`config.mk`:
```
export PLATFORM = sky130hd
export DESIGN_NAME = http_chunked_encoder
export DESIGN_NICKNAME = d
export VERILOG_FILES = /design/src/hce_pkg.sv /design/src/hce_mem.sv /design/src/hce_seq.sv /design/src/http_chunked_encoder.sv
export SDC_FILE = /design/constraint.sdc
export NUM_CORES = 1
export LEC_CHECK = 0
export BUFFER_PORTS_ARGS = -buffer_cell sky130_fd_sc_hd__buf_4
export CORE_ASPECT_RATIO = 0.6
export CORE_MARGIN = 1.5
export CORE_UTILIZATION = 54
export DETAILED_ROUTE_END_ITERATION = 12
export HOLD_SLACK_MARGIN = 0.1
export PLACE_DENSITY = 0.8
export RECOVER_POWER = 50
export SLEW_MARGIN = 0
export SYNTH_ARGS = -nofsm -noshare
export SYNTH_HDL_FRONTEND = slang
export SYNTH_HIERARCHICAL = 1
export SYNTH_SLANG_ARGS = --single-unit
export TNS_END_PERCENT = 20
```
`constraint.sdc`:
```
create_clock -name clk -period 6.95 [get_ports clk]
set_clock_uncertainty 0.05 [all_clocks]
set_input_delay 0.3475 -clock clk [delete_from_list [all_inputs] [get_ports clk]]
set_output_delay 0.3475 -clock clk [all_outputs]
set_load 0.1 [all_outputs]
```
`src/hce_pkg.sv`:
```
package hce_pkg;

    localparam int BUFFER_BYTES = 32;
    localparam int CHUNK_CAP    = (BUFFER_BYTES < 32) ? BUFFER_BYTES : 32;
    localparam int IDX_W        = (BUFFER_BYTES > 1) ? $clog2(BUFFER_BYTES) : 1;
    localparam int FILL_W       = 6;
    localparam int PC_W         = 6;

    localparam logic [FILL_W-1:0] CHUNK_SIZE_RESET = FILL_W'(32);

    localparam logic [1:0] FUNC_WRITE = 2'd0;
    localparam logic [1:0] FUNC_FLUSH = 2'd1;
    localparam logic [1:0] FUNC_CLOSE = 2'd2;

    localparam logic [7:0] CHAR_ZERO = 8'h30;
    localparam logic [7:0] CHAR_LA   = 8'h61;
    localparam logic [7:0] CHAR_CR   = 8'h0d;
    localparam logic [7:0] CHAR_LF   = 8'h0a;

    // program entry points and jump targets
    localparam logic [PC_W-1:0] ENT_WRITE = PC_W'(0);
    localparam logic [PC_W-1:0] W_HEXLO   = PC_W'(3);
    localparam logic [PC_W-1:0] W_STORE   = PC_W'(9);
    localparam logic [PC_W-1:0] ENT_FLUSH = PC_W'(10);
    localparam logic [PC_W-1:0] F_HEXLO   = PC_W'(13);
    localparam logic [PC_W-1:0] F_DONE    = PC_W'(19);
    localparam logic [PC_W-1:0] ENT_CLOSE = PC_W'(20);
    localparam logic [PC_W-1:0] C_HEXLO   = PC_W'(23);
    localparam logic [PC_W-1:0] C_TERM    = PC_W'(29);

    typedef enum logic [2:0] {
        SEL_NONE,
        SEL_HEXHI,
        SEL_HEXLO,
        SEL_CR,
        SEL_LF,
        SEL_ZERO,
        SEL_DATA
    } sel_t;

    typedef enum logic [1:0] {
        JC_NEVER,
        JC_FILL_LT_EFF,
        JC_FILL_LT_16,
        JC_FILL_ZERO
    } jcond_t;

    typedef struct packed {
        sel_t            sel;
        jcond_t          jc;
        logic [PC_W-1:0] tgt;
        logic            loop;
        logic            last;
        logic            clr_fill;
        logic            store;
        logic            fin;
    } uword_t;

    typedef struct packed {
        logic fill_lt_eff;
        logic fill_lt_16;
        logic fill_zero;
        logic ptr_last;
    } cond_t;

    typedef struct packed {
        logic fire;
        sel_t sel;
        logic last;
        logic clr_fill;
        logic store;
        logic ptr_inc;
    } exec_t;

    function automatic uword_t mk(sel_t sel, jcond_t jc, logic [PC_W-1:0] tgt,
                                  logic loop, logic last, logic clr_fill,
                                  logic store, logic fin);
        uword_t w;
        w.sel      = sel;
        w.jc       = jc;
        w.tgt      = tgt;
        w.loop     = loop;
        w.last     = last;
        w.clr_fill = clr_fill;
        w.store    = store;
        w.fin      = fin;
        return w;
    endfunction

    // control store
    function automatic uword_t ucode(logic [PC_W-1:0] pc);
        uword_t w;
        case (pc)
            // write
            PC_W'(0):  w = mk(SEL_NONE,  JC_FILL_LT_EFF, W_STORE, 1'b0, 1'b0, 1'b0, 1'b0, 1'b0);
            PC_W'(1):  w = mk(SEL_NONE,  JC_FILL_LT_16,  W_HEXLO, 1'b0, 1'b0, 1'b0, 1'b0, 1'b0);
            PC_W'(2):  w = mk(SEL_HEXHI, JC_NEVER, '0, 1'b0, 1'b0, 1'b0, 1'b0, 1'b0);
            PC_W'(3):  w = mk(SEL_HEXLO, JC_NEVER, '0, 1'b0, 1'b0, 1'b0, 1'b0, 1'b0);
            PC_W'(4):  w = mk(SEL_CR,    JC_NEVER, '0, 1'b0, 1'b0, 1'b0, 1'b0, 1'b0);
            PC_W'(5):  w = mk(SEL_LF,    JC_NEVER, '0, 1'b0, 1'b0, 1'b0, 1'b0, 1'b0);
            PC_W'(6):  w = mk(SEL_DATA,  JC_NEVER, '0, 1'b1, 1'b0, 1'b0, 1'b0, 1'b0);
            PC_W'(7):  w = mk(SEL_CR,    JC_NEVER, '0, 1'b0, 1'b0, 1'b0, 1'b0, 1'b0);
            PC_W'(8):  w = mk(SEL_LF,    JC_NEVER, '0, 1'b0, 1'b1, 1'b1, 1'b0, 1'b0);
            PC_W'(9):  w = mk(SEL_NONE,  JC_NEVER, '0, 1'b0, 1'b0, 1'b0, 1'b1, 1'b1);
            // flush
            PC_W'(10): w = mk(SEL_NONE,  JC_FILL_ZERO,  F_DONE,  1'b0, 1'b0, 1'b0, 1'b0, 1'b0);
            PC_W'(11): w = mk(SEL_NONE,  JC_FILL_LT_16, F_HEXLO, 1'b0, 1'b0, 1'b0, 1'b0, 1'b0);
            PC_W'(12): w = mk(SEL_HEXHI, JC_NEVER, '0, 1'b0, 1'b0, 1'b0, 1'b0, 1'b0);
            PC_W'(13): w = mk(SEL_HEXLO, JC_NEVER, '0, 1'b0, 1'b0, 1'b0, 1'b0, 1'b0);
            PC_W'(14): w = mk(SEL_CR,    JC_NEVER, '0, 1'b0, 1'b0, 1'b0, 1'b0, 1'b0);
            PC_W'(15): w = mk(SEL_LF,    JC_NEVER, '0, 1'b0, 1'b0, 1'b0, 1'b0, 1'b0);
            PC_W'(16): w = mk(SEL_DATA,  JC_NEVER, '0, 1'b1, 1'b0, 1'b0, 1'b0, 1'b0);
            PC_W'(17): w = mk(SEL_CR,    JC_NEVER, '0, 1'b0, 1'b0, 1'b0, 1'b0, 1'b0);
            PC_W'(18): w = mk(SEL_LF,    JC_NEVER, '0, 1'b0, 1'b1, 1'b1, 1'b0, 1'b1);
            PC_W'(19): w = mk(SEL_NONE,  JC_NEVER, '0, 1'b0, 1'b0, 1'b0, 1'b0, 1'b1);
            // close
            PC_W'(20): w = mk(SEL_NONE,  JC_FILL_ZERO,  C_TERM,  1'b0, 1'b0, 1'b0, 1'b0, 1'b0);
            PC_W'(21): w = mk(SEL_NONE,  JC_FILL_LT_16, C_HEXLO, 1'b0, 1'b0, 1'b0, 1'b0, 1'b0);
            PC_W'(22): w = mk(SEL_HEXHI, JC_NEVER, '0, 1'b0, 1'b0, 1'b0, 1'b0, 1'b0);
            PC_W'(23): w = mk(SEL_HEXLO, JC_NEVER, '0, 1'b0, 1'b0, 1'b0, 1'b0, 1'b0);
            PC_W'(24): w = mk(SEL_CR,    JC_NEVER, '0, 1'b0, 1'b0, 1'b0, 1'b0, 1'b0);
            PC_W'(25): w = mk(SEL_LF,    JC_NEVER, '0, 1'b0, 1'b0, 1'b0, 1'b0, 1'b0);
            PC_W'(26): w = mk(SEL_DATA,  JC_NEVER, '0, 1'b1, 1'b0, 1'b0, 1'b0, 1'b0);
            PC_W'(27): w = mk(SEL_CR,    JC_NEVER, '0, 1'b0, 1'b0, 1'b0, 1'b0, 1'b0);
            PC_W'(28): w = mk(SEL_LF,    JC_NEVER, '0, 1'b0, 1'b0, 1'b1, 1'b0, 1'b0);
            PC_W'(29): w = mk(SEL_ZERO,  JC_NEVER, '0, 1'b0, 1'b0, 1'b0, 1'b0, 1'b0);
            PC_W'(30): w = mk(SEL_CR,    JC_NEVER, '0, 1'b0, 1'b0, 1'b0, 1'b0, 1'b0);
            PC_W'(31): w = mk(SEL_LF,    JC_NEVER, '0, 1'b0, 1'b0, 1'b0, 1'b0, 1'b0);
            PC_W'(32): w = mk(SEL_CR,    JC_NEVER, '0, 1'b0, 1'b0, 1'b0, 1'b0, 1'b0);
            PC_W'(33): w = mk(SEL_LF,    JC_NEVER, '0, 1'b0, 1'b1, 1'b0, 1'b0, 1'b1);
            default:   w = mk(SEL_NONE,  JC_NEVER, '0, 1'b0, 1'b0, 1'b0, 1'b0, 1'b1);
        endcase
        return w;
    endfunction

    function automatic logic [7:0] hex_digit(logic [3:0] v);
        logic [7:0] r;
        if (v < 4'd10)
        begin
            r = CHAR_ZERO + {4'h0, v};
        end
        else
        begin
            r = CHAR_LA + {4'h0, v - 4'd10};
        end
        return r;
    endfunction

endpackage

```
`src/hce_mem.sv`:
```
module hce_mem (
    input  logic                      clk,
    input  logic                      we,
    input  logic [hce_pkg::IDX_W-1:0] waddr,
    input  logic [7:0]                wdata,
    input  logic [hce_pkg::IDX_W-1:0] raddr,
    output logic [7:0]                rdata
);

    logic [7:0] mem [hce_pkg::BUFFER_BYTES];
    logic [7:0] rdata_reg;

    always_ff @(posedge clk)
    begin
        if (we)
        begin
            mem[waddr] <= wdata;
        end
        rdata_reg <= mem[raddr];
    end

    assign rdata = rdata_reg;

endmodule

```
`src/hce_seq.sv`:
```
module hce_seq (
    input  logic                     clk,
    input  logic                     rst_n,
    input  logic                     start,
    input  logic [hce_pkg::PC_W-1:0] entry,
    input  hce_pkg::cond_t           cond,
    input  logic                     slot_free,
    output logic                     busy,
    output hce_pkg::exec_t           ex
);

    logic [hce_pkg::PC_W-1:0] pc_reg, pc_next;
    logic                     busy_reg, busy_next;
    hce_pkg::uword_t          w;
    logic                     jtake;
    logic                     step;
    logic                     hold;

    assign w = hce_pkg::ucode(pc_reg);

    always_comb
    begin
        case (w.jc)
            hce_pkg::JC_FILL_LT_EFF: jtake = cond.fill_lt_eff;
            hce_pkg::JC_FILL_LT_16:  jtake = cond.fill_lt_16;
            hce_pkg::JC_FILL_ZERO:   jtake = cond.fill_zero;
            default:                 jtake = 1'b0;
        endcase
        jtake = jtake && busy_reg;
    end

    assign step = busy_reg && !jtake && ((w.sel == hce_pkg::SEL_NONE) || slot_free);
    assign hold = w.loop && !cond.ptr_last;

    always_comb
    begin
        pc_next   = pc_reg;
        busy_next = busy_reg;
        if (start)
        begin
            pc_next   = entry;
            busy_next = 1'b1;
        end
        else if (jtake)
        begin
            pc_next = w.tgt;
        end
        else if (step && !hold)
        begin
            if (w.fin)
            begin
                busy_next = 1'b0;
            end
            else
            begin
                pc_next = pc_reg + 1'b1;
            end
        end
    end

    always_ff @(posedge clk or negedge rst_n)
    begin
        if (!rst_n)
        begin
            pc_reg   <= '0;
            busy_reg <= 1'b0;
        end
        else
        begin
            pc_reg   <= pc_next;
            busy_reg <= busy_next;
        end
    end

    assign busy        = busy_reg;
    assign ex.fire     = step && (w.sel != hce_pkg::SEL_NONE);
    assign ex.sel      = w.sel;
    assign ex.last     = w.last;
    assign ex.clr_fill = step && w.clr_fill;
    assign ex.store    = step && w.store;
    assign ex.ptr_inc  = step && hold;

    a_idle_quiet: assert property (@(posedge clk) disable iff (!rst_n)
        !busy_reg |-> !ex.fire && !ex.store && !ex.clr_fill)
        else $error("sequencer acts while idle");

endmodule

```
`src/http_chunked_encoder.sv`:
```
// HTTP/1.1 chunked transfer encoder.
// Input channel (in_valid/in_ready) carries one item: func and data_byte.
// func write buffers a byte; if the store already holds a full chunk, that
// chunk (hex length, CRLF, data, CRLF) is sent first. flush sends a held
// chunk, close sends a held chunk then "0" CRLF CRLF. func 3 is dropped.
// Output channel (out_valid/out_ready) gives one byte per item, with
// last_of_run on the final byte caused by an input item.
// cfg_we/cfg_wdata write chunk_size (0 acts as 1, large values clamp).
// One item is worked at a time by a microcoded sequencer; in_ready is high
// only while it is idle. An item that sends a chunk gives its data one byte
// per cycle, while the receiver is not stalled, from the data loop over the
// chunk store's single read port. Close adds 5 bytes.
// A stalled receiver holds the output register and the sequencer waits on
// it; no byte is lost. Reset empties the store, clears the output and sets
// chunk_size to 32; the store contents need no clearing.
module http_chunked_encoder (
    input  logic                       clk,
    input  logic                       rst_n,
    input  logic                       cfg_we,
    input  logic [hce_pkg::FILL_W-1:0] cfg_wdata,
    input  logic                       in_valid,
    output logic                       in_ready,
    input  logic [1:0]                 func,
    input  logic [7:0]                 data_byte,
    output logic                       out_valid,
    input  logic                       out_ready,
    output logic [7:0]                 out_byte,
    output logic                       last_of_run
);

    logic [hce_pkg::FILL_W-1:0] chunk_size_reg;
    logic [hce_pkg::FILL_W-1:0] fill_count_reg, fill_count_next;
    logic [hce_pkg::IDX_W-1:0]  ptr_reg, ptr_next;
    logic [7:0]                 data_reg;
    logic                       out_valid_reg;
    logic [7:0]                 out_byte_reg;
    logic                       last_reg;

    logic [hce_pkg::FILL_W-1:0] eff_size;
    logic [hce_pkg::PC_W-1:0]   entry;
    logic                       accept;
    logic                       start;
    logic                       busy;
    logic                       slot_free;
    logic [7:0]                 rdata;
    logic [7:0]                 emit_byte;
    hce_pkg::cond_t             cond;
    hce_pkg::exec_t             ex;

    assign in_ready  = !busy;
    assign accept    = in_valid && in_ready;
    assign slot_free = !out_valid_reg || out_ready;

    always_comb
    begin
        case (func)
            hce_pkg::FUNC_WRITE: entry = hce_pkg::ENT_WRITE;
            hce_pkg::FUNC_FLUSH: entry = hce_pkg::ENT_FLUSH;
            hce_pkg::FUNC_CLOSE: entry = hce_pkg::ENT_CLOSE;
            default:             entry = hce_pkg::ENT_WRITE;
        endcase
    end

    assign start = accept && (func == hce_pkg::FUNC_WRITE || func == hce_pkg::FUNC_FLUSH
                              || func == hce_pkg::FUNC_CLOSE);

    always_comb
    begin
        if (chunk_size_reg == '0)
        begin
            eff_size = hce_pkg::FILL_W'(1);
        end
        else if (chunk_size_reg > hce_pkg::FILL_W'(hce_pkg::CHUNK_CAP))
        begin
            eff_size = hce_pkg::FILL_W'(hce_pkg::CHUNK_CAP);
        end
        else
        begin
            eff_size = chunk_size_reg;
        end
    end

    assign cond.fill_lt_eff = fill_count_reg < eff_size;
    assign cond.fill_lt_16  = fill_count_reg < hce_pkg::FILL_W'(16);
    assign cond.fill_zero   = fill_count_reg == '0;
    assign cond.ptr_last    = (hce_pkg::FILL_W'(ptr_reg) + 1'b1) == fill_count_reg;

    hce_seq u_seq (
        .clk       (clk),
        .rst_n     (rst_n),
        .start     (start),
        .entry     (entry),
        .cond      (cond),
        .slot_free (slot_free),
        .busy      (busy),
        .ex        (ex)
    );

    // read address is ptr_next, so the registered rdata always matches ptr_reg
    always_comb
    begin
        ptr_next = ptr_reg;
        if (start)
        begin
            ptr_next = '0;
        end
        else if (ex.ptr_inc)
        begin
            ptr_next = ptr_reg + 1'b1;
        end
    end

    hce_mem u_mem (
        .clk   (clk),
        .we    (ex.store),
        .waddr (fill_count_reg[hce_pkg::IDX_W-1:0]),
        .wdata (data_reg),
        .raddr (ptr_next),
        .rdata (rdata)
    );

    always_comb
    begin
        fill_count_next = fill_count_reg;
        if (ex.clr_fill)
        begin
            fill_count_next = '0;
        end
        else if (ex.store)
        begin
            fill_count_next = fill_count_reg + 1'b1;
        end
    end

    always_comb
    begin
        case (ex.sel)
            hce_pkg::SEL_HEXHI: emit_byte = hce_pkg::hex_digit({2'b00, fill_count_reg[5:4]});
            hce_pkg::SEL_HEXLO: emit_byte = hce_pkg::hex_digit(fill_count_reg[3:0]);
            hce_pkg::SEL_CR:    emit_byte = hce_pkg::CHAR_CR;
            hce_pkg::SEL_LF:    emit_byte = hce_pkg::CHAR_LF;
            hce_pkg::SEL_ZERO:  emit_byte = hce_pkg::CHAR_ZERO;
            hce_pkg::SEL_DATA:  emit_byte = rdata;
            default:            emit_byte = 8'h00;
        endcase
    end

    always_ff @(posedge clk or negedge rst_n)
    begin
        if (!rst_n)
        begin
            chunk_size_reg <= hce_pkg::CHUNK_SIZE_RESET;
            fill_count_reg <= '0;
            ptr_reg        <= '0;
            out_valid_reg  <= 1'b0;
        end
        else
        begin
            if (cfg_we)
            begin
                chunk_size_reg <= cfg_wdata;
            end
            fill_count_reg <= fill_count_next;
            ptr_reg        <= ptr_next;
            if (ex.fire)
            begin
                out_valid_reg <= 1'b1;
            end
            else if (out_ready)
            begin
                out_valid_reg <= 1'b0;
            end
        end
    end

    always_ff @(posedge clk)
    begin
        if (accept)
        begin
            data_reg <= data_byte;
        end
        if (ex.fire)
        begin
            out_byte_reg <= emit_byte;
            last_reg     <= ex.last;
        end
    end

    assign out_valid   = out_valid_reg;
    assign out_byte    = out_byte_reg;
    assign last_of_run = last_reg;

    a_fill_bound: assert property (@(posedge clk) disable iff (!rst_n)
        fill_count_reg <= hce_pkg::FILL_W'(hce_pkg::BUFFER_BYTES))
        else $error("fill count beyond store depth");

    a_store_room: assert property (@(posedge clk) disable iff (!rst_n)
        ex.store |-> fill_count_reg < hce_pkg::FILL_W'(hce_pkg::BUFFER_BYTES))
        else $error("store into full buffer");

    a_ptr_range: assert property (@(posedge clk) disable iff (!rst_n)
        ex.ptr_inc |-> (hce_pkg::FILL_W'(ptr_reg) + 1'b1) < fill_count_reg)
        else $error("data pointer past fill count");

    a_no_overrun: assert property (@(posedge clk) disable iff (!rst_n)
        ex.fire |-> slot_free)
        else $error("output register overwritten");

    a_start_busy: assert property (@(posedge clk) disable iff (!rst_n)
        start |=> !in_ready)
        else $error("item accepted but sequencer not busy");

endmodule
```
# Word-level counts from Yosys, hierarchy flattened
# Memories as Yosys holds them, arrays and structs flattened. A register that Yosys moved wholly into a read port is not among the register bits.
# Index checks and enable logic that the tools add are counted.
totals:
  ff_bits: 42
  ram_bits: 256
  rom_bits: 960
  inputBits: 21
  output_inout_bits: 11
  wordCells: 95
  mem_count: 2
mem_list:
  columns: ["memory", "depth", "width", "rd", "rd_ports_with_merged_regs", "write_ports", "line", "source"]
  rows:
  - ["(name not given)", 64, 15, 1, 0, 0, "hce_pkg.sv:93", "case (pc)"]
  - ["u_mem.mem", 32, 8, 1, 1, 1, "hce_mem.sv:10", "logic [7:0] mem [hce_pkg::BUFFER_BYTES];"]
classes:
  addsub: 10
  magnitude_cmp: 5
  eq_ne: 14
  muxes: 23
  n_reduce_logical: 32
ops:
  columns: ["op", "n"]
  rows:
  - ["2-to-1 mux 6 bit", 8]
  - ["case mux 8 bit (6 select lines)", 1]
  - ["adder 7 x 4 -> 8 bit, first input constant", 2]
  - ["2-to-1 mux 8 bit", 2]
  - ["adder 6 x 1 -> 6 bit, second input constant", 2]
  - ["logical NOT 6 bit", 2]
  - ["logical AND 1 bit", 11]
  - ["2-to-1 mux 5 bit", 2]
  - ["case mux 5 bit (2 select lines)", 1]
  - ["equality test 3 bit, second input constant", 3]
  - ["2-to-1 mux 1 bit", 8]
  - ["nonzero test 2 bit", 4]
  - ["adder 6 x 2 -> 7 bit, first input constant", 1]
  - ["adder 6 x 4 -> 7 bit, first input constant", 1]
  - ["adder 5 x 1 -> 6 bit, second input constant", 1]
  - ["equality test 2 bit, second input constant", 3]
  - ["equality test 3 x 2 -> 1 bit, second input constant", 2]
  - ["equality test 6 bit", 1]
  - ["> comparator 6 bit, second input constant", 1]
  - ["less-than comparator 6 x 5 -> 1 bit, second input constant", 1]
  - ["less-than comparator 6 bit", 1]
  - ["nonzero test 3 bit", 2]
  - ["adder 5 x 1 -> 5 bit, second input constant", 1]
  - ["logical NOT 1 bit", 5]
  - ["other kinds (14)", 18]

# Depth between registers and ports, before layout
logic_depth:
  depth_word: 13
  mapped_depth: 18

# Cells and area by module
# Netlist, hierarchy kept.
modules_own_cells:
  columns: ["mod", "instances", "cells_each", "area_each_um2", "seq_area_each_um2"]
  rows:
  - ["hce_mem", 1, 417, 10053.4, 7847.5]
  - ["http_chunked_encoder", 1, 175, 1900.6, 962.2]
  - ["hce_seq", 1, 141, 1232.4, 175.2]

# Worst setup path before layout
# Ideal clock, no wire load.
synth_timing:
  kind: "register to register"
  from: "reg chunk_size_reg[5] (netlist name)"
  to: "reg u_mem.rdata_reg[0], in the netlist u_mem/rdata[0], read port of u_mem.mem"
  arrival_time_ps: 4316
  required_ps: 6779
  path_slack_ps: 2463
  path_stages_with_launch: 19
  path_buffers: 2
  path_cell_list: "dfstp_2 > inv_1 > nand2_1 > ha_1 > a21o_1 > a21o_1 > a221oi_1 > nor4_2 > a2111oi_4 > nor3_1 > and3_1 > nand2_1 > xor2_1 > nor2_1 > clkbuf_1 > clkbuf_1 > mux4_2 > mux4_2 > mux2_2"
synth_rtl:
  columns: ["element", "line", "source"]
  rows:
  - ["start, declared", "http_chunked_encoder.sv:31", "logic [hce_pkg::FILL_W-1:0] chunk_size_reg;"]
  - ["start signal, assigned", "http_chunked_encoder.sv:152", "chunk_size_reg <= hce_pkg::CHUNK_SIZE_RESET;"]
  - ["start signal, assigned", "http_chunked_encoder.sv:161", "chunk_size_reg <= cfg_wdata;"]
  - ["end, declared", "hce_mem.sv:11", "logic [7:0] rdata_reg;"]

==> flow_summary.json <==
{
  "hold_viol_final": 0,
  "gp_congestion": 0.848,
  "first_pass_iters": 5,
  "antenna_found_initial": 2,
  "drive_above_1_share": 0.241,
  "vdd_drop_max_mv": 0.240,
  "vias": 7346,
  "cp-start-kind": "flip-flop",
  "cts_buffers": 26,
  "run_status": "complete, but fails checks",
  "crit_chain": "inv_1 > ha_1 > a31oi_1 > a221oi_2 > o21bai_1 > o31ai_4 > and3_1 > xnor2_1 > nor2_4 > buf_12 > mux4_2 > mux4_2 > mux2_2",
  "htreeDepth": 1,
  "worstMarginPinSlew_ns": 1.53,
  "finalPower_mw": 5.56,
  "cts_tree": "yes",
  "fp-row-count": 44,
  "drv_cap": 1,
  "critPathCaptureType": "flip-flop",
  "cts-resized-gates": 0,
  "violations": "max-capacitance violations, max-slew violations",
  "finalSetupTns_ns": 0,
  "grtUsageMet1": 0.413,
  "worstSetupPathType": "flip-flop to flip-flop",
  "vias_per_cell": 6.53,
  "ys_seq_area_frac": 0.681,
  "drt_iter0_drc": 1007,
  "clock_latency_ns": 0.55,
  "cpMaxStageDelayCell": "nor2_4",
  "slew_violations": 26,
  "relSlewSlack": -0.0182,
  "numPortBuffers": 31,
  "seq_area_mm2": 0.00898,
  "hpwl_mm": 21.1,
  "cts.sink_count": 306,
  "avgSynthCellArea_um2": 18.0,
  "dieArea_mm2": 0.0254,
  "fin_crit_sh": 0.823,
  "ys.flop_type": "edfxtp_1",
  "synth_seq_cells": 306,
  "overflow": 0,
  "drcViolationCount": 0,
  "final_antenna_net_count": 0,
  "drt_wl_total_mm": 31.2,
  "max_stage_delay_ns": 0.68,
  "syn_to_final_growth_pct": 11.8,
  "critical_path.most_common_cell": "mux4_2",
  "hold_buffers": 17,
  "arrival_ns": 6.10,
  "yosysUniqueCellTypes": 75,
  "busiest_layer": "met1",
  "rsz0062_at_grt": "false",
  "die_w_um": 205,
  "clockBufferDepth": 3,
  "die_h_um": 124,
  "power_density_mw_per_mm2": 377,
  "core_area_mm2": 0.0241,
  "utilization": 0.613,
  "required_ns": 7.33,
  "nFillCells": 1649,
  "hp-class": "input port to flip-flop",
  "final_nets": 820,
  "fmax_mhz": 175,
  "syn_area_mm2": 0.0132,
  "grtUsageTotal": 0.257,
  "synth-edff-count": 273,
  "multi_input_area_mm2": 0.00396,
  "regMostFlops": "u_mem/mem",
  "wire_per_inst_um": 27.8,
  "setup_viol": 0,
  "root_buffer": "clkbuf_16",
  "syn_inst": 733,
  "grt_max_degree": 66,
  "crit_path_max_fanout": 27,
  "period_needed_ns": 5.72,
  "largest_reg_flops": 256,
  "pin_count": 32,
  "async_flop_share": 0.0817,
  "clk_pin_slew_worst_paths_ns": 0.07,
  "yosys_warnings": 6,
  "cts_setup_buffers": 0,
  "power.leakage_nw": 4.74,
  "initial_core_util": 0.548,
  "grt_pass1_wl_mm": 46.2,
  "grt_use_met3": 0.0958,
  "grt_pass1_vias": 6876,
  "use_met2": 0.334
}
## routing by layer
metal | part of all wire | vias to the layer above
met3 | 0.16 | 33
li1 | - | 3030
met5 | 0 | -
met2 | 0.40 | 512
met4 | 0.012 | 0
met1 | 0.43 | 3771
## worst max-delay path, delay by kind of cell, from the launching register on
| family | cells | cell delay, ns |
|---|---|---|
| and+or+nand+nor | 2 | 1.06 |
| buffers and inverters | 2 | 0.49 |
| adders and majority gates | 1 | 0.45 |
| DFF | 1 | 0.59 |
| xor gates and xnor gates | 1 | 0.13 |
| AOI/OAI and AO/OA | 4 | 1.38 |
| muxes | 3 | 1.43 |
## cells in the mapped netlist (3+ instances only)
master | count | area [um^2]
or3_1 | 3 | 18.8
o21ai_0 | 10 | 50.1
mux2_2 | 14 | 158
dfxtp_1 | 8 | 160
nor2_1 | 59 | 221
ha_1 | 17 | 213
nand4_1 | 4 | 25.0
or3b_2 | 3 | 26.3
dfrtp_1 | 24 | 601
mux4_2 | 81 | 1820
inv_1 | 17 | 63.8
nand3b_1 | 9 | 67.6
nor3_1 | 5 | 25.0
nand2b_1 | 12 | 75.1
a21o_1 | 5 | 37.5
mux2i_1 | 7 | 70.1
buf_6 | 4 | 45.0
a21oi_1 | 16 | 80.1
buf_4 | 9 | 67.6
nand3_1 | 11 | 55.1
and3_1 | 4 | 25.0
nor2b_1 | 7 | 43.8
buf_1 | 6 | 22.5
nand2_1 | 25 | 93.8
xnor2_1 | 10 | 87.6
edfxtp_1 | 273 | 8200
a31oi_1 | 4 | 25.0
xor2_1 | 11 | 96.3
buf_2 | 3 | 15.0
clkbuf_1 | 14 | 52.6
## power by group
| part | switching [mW] | leakage [nW] | internal, mW |
|---|---|---|---|
| Clock | 0.648 | 0.440 | 0.876 |
| Sequential | 0.230 | 2.84 | 2.18 |
| Combinational | 1.01 | 1.45 | 0.627 |
## final timing paths
kind	end	slack [ns]	from	cells after the start
worst max register to register	u_mem/rdata[0]	1.23	u_seq/pc_reg[1]	13
min in group asynchronous	out_valid	0.66	rst_n	2
worst max-delay path	u_mem/rdata[0]	1.23	u_seq/pc_reg[1]	13
max in group asynchronous	u_seq/busy	5.28	rst_n	2
worst min register to register	chunk_size_reg[0]	0.47	chunk_size_reg[0]	1
worst min-delay path	u_seq/pc_reg[2]	0.16	func[0]	4
## cell type report
type                            count  area share
Tap cell                          322      0.0273
Sequential cell                   306       0.609
Timing Repair Buffer               56      0.0292
Clock inverter                     13      0.0101
Antenna cell                        1    0.000170
Clock buffer                       35      0.0512
Multi-Input combinational cell    374       0.268
Inverter                           18     0.00458
## stage by stage
step / instances / worst slack, ns / area, um^2 / hold WS, ns
after detailed placement: 1059 / 1.30 / 13700 / 0.232
after CTS: 1124 / 1.27 / 14800 / 0.143
after floorplan: 734 / 2.46 / 13200 / 0.00191
after global placement: 1059 / 1.40 / 13700 / 0.221
final: 1125 / 1.23 / 14700 / 0.157
after global routing: 1124 / 0.914 / 14700 / 0.153
## kinds of logic (layout without fill, tap and decap cells)
| family | count (synthesis) | after routing | share of synthesized area |
|---|---|---|---|
| multiplexers | 105 | 105 | 0.158 |
| other | 1 | 3 | 0.000284 |
| buffers and inverters | 54 | 122 | 0.0205 |
| AO/OA/AOI/OAI | 71 | 71 | 0.0444 |
| XOR/XNOR | 21 | 21 | 0.0139 |
| flip-flops | 306 | 306 | 0.681 |
| adder cells (fa/ha/maj) | 17 | 17 | 0.0161 |
| AND/OR/NAND/NOR | 158 | 158 | 0.0649 |
## cell usage in the layout (no fill, tap or decap), types with 5 or more instances in the layout
cell type,netlist,layout
mux2_2,14,14
xor2_1,11,11
a21oi_1,16,16
buf_4,9,18
o21ai_0,10,10
nand3b_1,9,9
ha_1,17,17
nand2_1,25,25
nor2b_1,7,7
clkbuf_8,0,5
nor2_1,59,55
nand2b_1,12,12
dlygate4sd3_1,0,17
a21o_1,5,5
inv_1,17,17
nand3_1,11,11
clkbuf_4,0,8
dfrtp_1,24,24
edfxtp_1,273,273
xnor2_1,10,10
clkbuf_16,0,27
mux4_2,81,81
nor3_1,5,5
clkbuf_1,14,15
dfxtp_1,8,8
mux2i_1,7,7
Note: power is estimated with default switching activity, not from simulation.
